--- config.mk ---
export PLATFORM = sky130hd
export DESIGN_NAME = svb_mul
export DESIGN_NICKNAME = d
export VERILOG_FILES = /design/src/design/svb_mul.sv
export SDC_FILE = /design/constraint.sdc
export NUM_CORES = 2
export LEC_CHECK = 0
export BUFFER_PORTS_ARGS = -buffer_cell sky130_fd_sc_hd__buf_2
export CORE_UTILIZATION = 60
export CTS_CLUSTER_SIZE = 12
export DETAILED_ROUTE_END_ITERATION = 12
export PLACE_DENSITY = 0.88
export SKIP_LAST_GASP = 1
export SYNTH_ARGS = -nofsm -noshare
export SYNTH_HDL_FRONTEND = slang
export SYNTH_SLANG_ARGS = --single-unit
--- constraint.sdc ---
create_clock -name clk_i -period 16.95 [get_ports clk_i]
set_input_delay 0.8475 -clock clk_i [delete_from_list [all_inputs] [get_ports clk_i]]
set_output_delay 0.8475 -clock clk_i [all_outputs]
set_load 0.03 [all_outputs]
--- src/design/svb_mul.sv ---
// shared signed multiplier with registered product
`timescale 1ns / 1ps

module svb_mul (
  input  logic               clk_i,
  input  logic signed [31:0] a_i,
  input  logic signed [32:0] b_i,
  output logic signed [64:0] prod_o
);

  // one product per cycle, registered
  always_ff @(posedge clk_i) begin
    prod_o <= a_i * b_i;
  end

endmodule

==> results.md <==
* Clock Tree Root: clkbuf_16
* Share of final-layout standard cells stronger than drive strength 1 at 4.17%
* Number of flip-flops under the largest register name at 65
* Detailed-route vias per instance at 5.77
* Crit path largest cell delay at 0.80 ns
* Nets at 5320
* Fraction of registers with async set/reset at 0%
* Fraction of the cycle the final worst path needs at 55.7%
* Largest registers: prod_o x65
* Clock buffer depth at 2
* Half-perimeter wire length of the detailed placement result at 78400 µm
* Area grow syn2layout at 3.56%
* Number of warning messages in the yosys log at 0
* Cts bufs inserted at 9
* Number of library cell types mapped by synthesis at 55
* Vertical die dimension at 254 µm
* Outcome: finished clean
* Launch instance of the worst min-delay path: a_i[0]
* Maximum number of pins on one net before global-route repair at 34
* Crit path time final at 9.44 ns
* Total DRC errors in the routed layout at 0
* Initial antenna violation count at 9
* Slowest CP cell: o2111ai_1
* Worst setup path category: in -> reg
* Clock sink count at 65
* Number of max-cap violations at 0
* Die area at 64800 µm²
* Violation count after the first detailed-routing iteration at 2249
* Total setup violations reported at the end of the flow at 0
* Final TNS setup at 0 ns
* Effective utilization at floorplan at 60.6%
* Startpoint type of the worst setup path: input port
* Hold buffer count at cts at 0
* Critical path capture point type: flip-flop
* Antenna viol nets, final at 0
* WL per Instance at 21.2 µm
* Buffers and inverters on the worst path at 5
* Vias after detailed routing at 27700
* Gate count of the mapped netlist at 4014
* Sequential fraction of the synthesis area at 3.40%
* Top_reg_cell synth: dfxtp_1
* Register clock-pin slew on the reported worst setup and hold paths at 0.06 ns
* Number of failing hold endpoints at the final stage at 0
* Count of input and output buffers at 130
* Seq cells post-synth at 65
* Sequential Area at 1300 µm²
* Number of post-CTS setup repair buffers at 0
* Slew margin rel. at 22.3%
* Average cell area after synthesis at 9.53 µm²
* Routability Congestion at 0.962
* Wire length after detailed routing at 102000 µm
* First-pass detailed-route iteration total at 6
* Number of instances resized during post-cts repair at 0
* Fmax at 0.106 GHz
* Family with the most delay on the worst path: adder cells
* Reg with most FFs: prod_o
* Multi-input logic area at 32400 µm²
* First-pass GRT wire length at 165000 µm
* Overall die width at 254 µm
* Number of top-level pins at 131
* Signal arrival time at the worst endpoint at 9.71 ns
* Nets in the synthesized netlist at 5378
* H-Tree Level Count at 3
* Cell repeated most along the worst path: fa_1
* Type of the worst min-delay path: in -> reg
* Standard cell core area at 63100 µm²
* CP max FO at 32
* TritonCTS clock tree: yes
* Number of synthesized flops with an enable pin at 0
* Post-synthesis cell area at 38200 µm²
* Via count of the first global-routing pass at 31300
* First element of the critical path: b_i[11]
* Total gr overflow at 0
* Max Transition Viols Final at 0
* Overall track demand over capacity in global routing at 33.9%
* FP Rows at 92
* Fill cells at 4746
* Actual transition at the worst max-transition pin at 1.15 ns
* Worst Path Required at 17.22 ns
* Unrepaired setup endpoints after global routing: false
stage by stage:
step / cell area [µm²] / util (%) / setup WS (ns) / hold WS [ns] / cells
after floorplan: 38200 / - / 8.76 / 0.975 / 4014
after global placement: 39300 / 62.2 / 7.42 / 1.28 / 4791
after CTS: 39600 / 62.8 / 7.68 / 1.08 / 4807
final: 39600 / 62.8 / 7.51 / 1.10 / 4811
after global routing: 39600 / 62.8 / 7.32 / 1.13 / 4810
after detailed placement: 39300 / 62.2 / 7.29 / 1.28 / 4791
cells in the final DEF, fill, tap and decap left out, types with 3 or more instances in the layout:
master and instances:
nand3_1 12, and2_1 531, nand2b_1 11, nor2_1 47, o21bai_1 12, o211ai_1 4, ha_1 186, buf_2 130
dfxtp_1 65, inv_1 989, nand2_1 536, o21ai_1 6, a2111oi_0 3, a21o_1 30, nor3_1 5, a31oi_1 8
diode_2 4, o21a_1 6, clkbuf_16 9, o31ai_1 6, buf_4 12, nand4_1 12, fa_1 1112, a21oi_1 70
nor2b_1 6, o21ai_0 25, xor2_1 27, a211oi_1 4, xnor2_1 47, bufinv_16 3, and3_1 8
worst paths after layout:
path,endpoint,slack (ns),cells past startpoint
setup / recovery,prod_o[61],7.51,25
hold / removal,prod_o[0],1.10,3
per-layer routing:
metal | wire length (µm) | GRT usage, % | up-vias
met5 | 47 | 0 | -
met4 | 7850 | 22.9 | 8
met3 | 10600 | 8.21 | 520
met2 | 49600 | 55.1 | 1788
met1 | 33800 | 40.1 | 14100
li1 | - | - | 11300
tightest hold or removal path: stages:
cell	delay [ns]
buf_2	0.10
buf_4	0.25
and2_1	0.24
Yosys cell counts (2+ instances only):
master     instances  share of area (%)
fa_1            1112                 58
inv_1            989                9.7
nand2_1          536                5.3
and2_1           531                8.7
clkbuf_1         210                2.1
ha_1             186                6.1
a21oi_1           70               0.92
dfxtp_1           65                3.4
nor2_1            47               0.46
xnor2_1           47                1.1
a21o_1            30               0.59
xor2_1            27               0.62
o21ai_0           25               0.33
nand3_1           12               0.16
nand4_1           12               0.20
o21bai_1          12               0.24
nand2b_1          11               0.18
a31oi_1            8               0.13
and3_1             8               0.13
nor2b_1            6              0.098
o21a_1             6               0.12
o21ai_1            6              0.079
o31ai_1            6               0.12
nor3_1             5              0.065
a211oi_1           4              0.079
o211ai_1           4              0.079
a2111oi_0          3              0.069
a2111oi_2          2              0.079
a211oi_2           2              0.065
a21boi_1           2              0.039
a221oi_1           2              0.046
a311o_1            2              0.052
o2111ai_1          2              0.046
o41ai_1            2              0.046
or3_1              2              0.033
cell type report:
| type | count | area share, % |
|---|---|---|
| multi-input combinational | 2749 | 81.9 |
| inverter | 989 | 9.37 |
| sequential | 65 | 3.29 |
| tap | 846 | 2.67 |
| timing repair buffer | 142 | 1.87 |
| clock buffer | 9 | 0.569 |
| clock inverter | 7 | 0.300 |
| antenna | 4 | 0.0253 |
logic make-up (layout without fill, tap and decap cells):
group	count (synthesis)	in the layout	share of synthesized area (%)
adder cells (fa/ha/maj)	1298	1298	64.3
other	0	4	0
AO/OA/AOI/OAI	202	202	3.47
flip-flops	65	65	3.40
XOR/XNOR	74	74	1.69
AND/OR/NAND/NOR	1175	1175	15.4
buffers and inverters	1200	1147	11.8
Power is left out: the tool's default activity adds up to more than one toggle a clock period on the data nets, which glitch-free logic cannot reach.
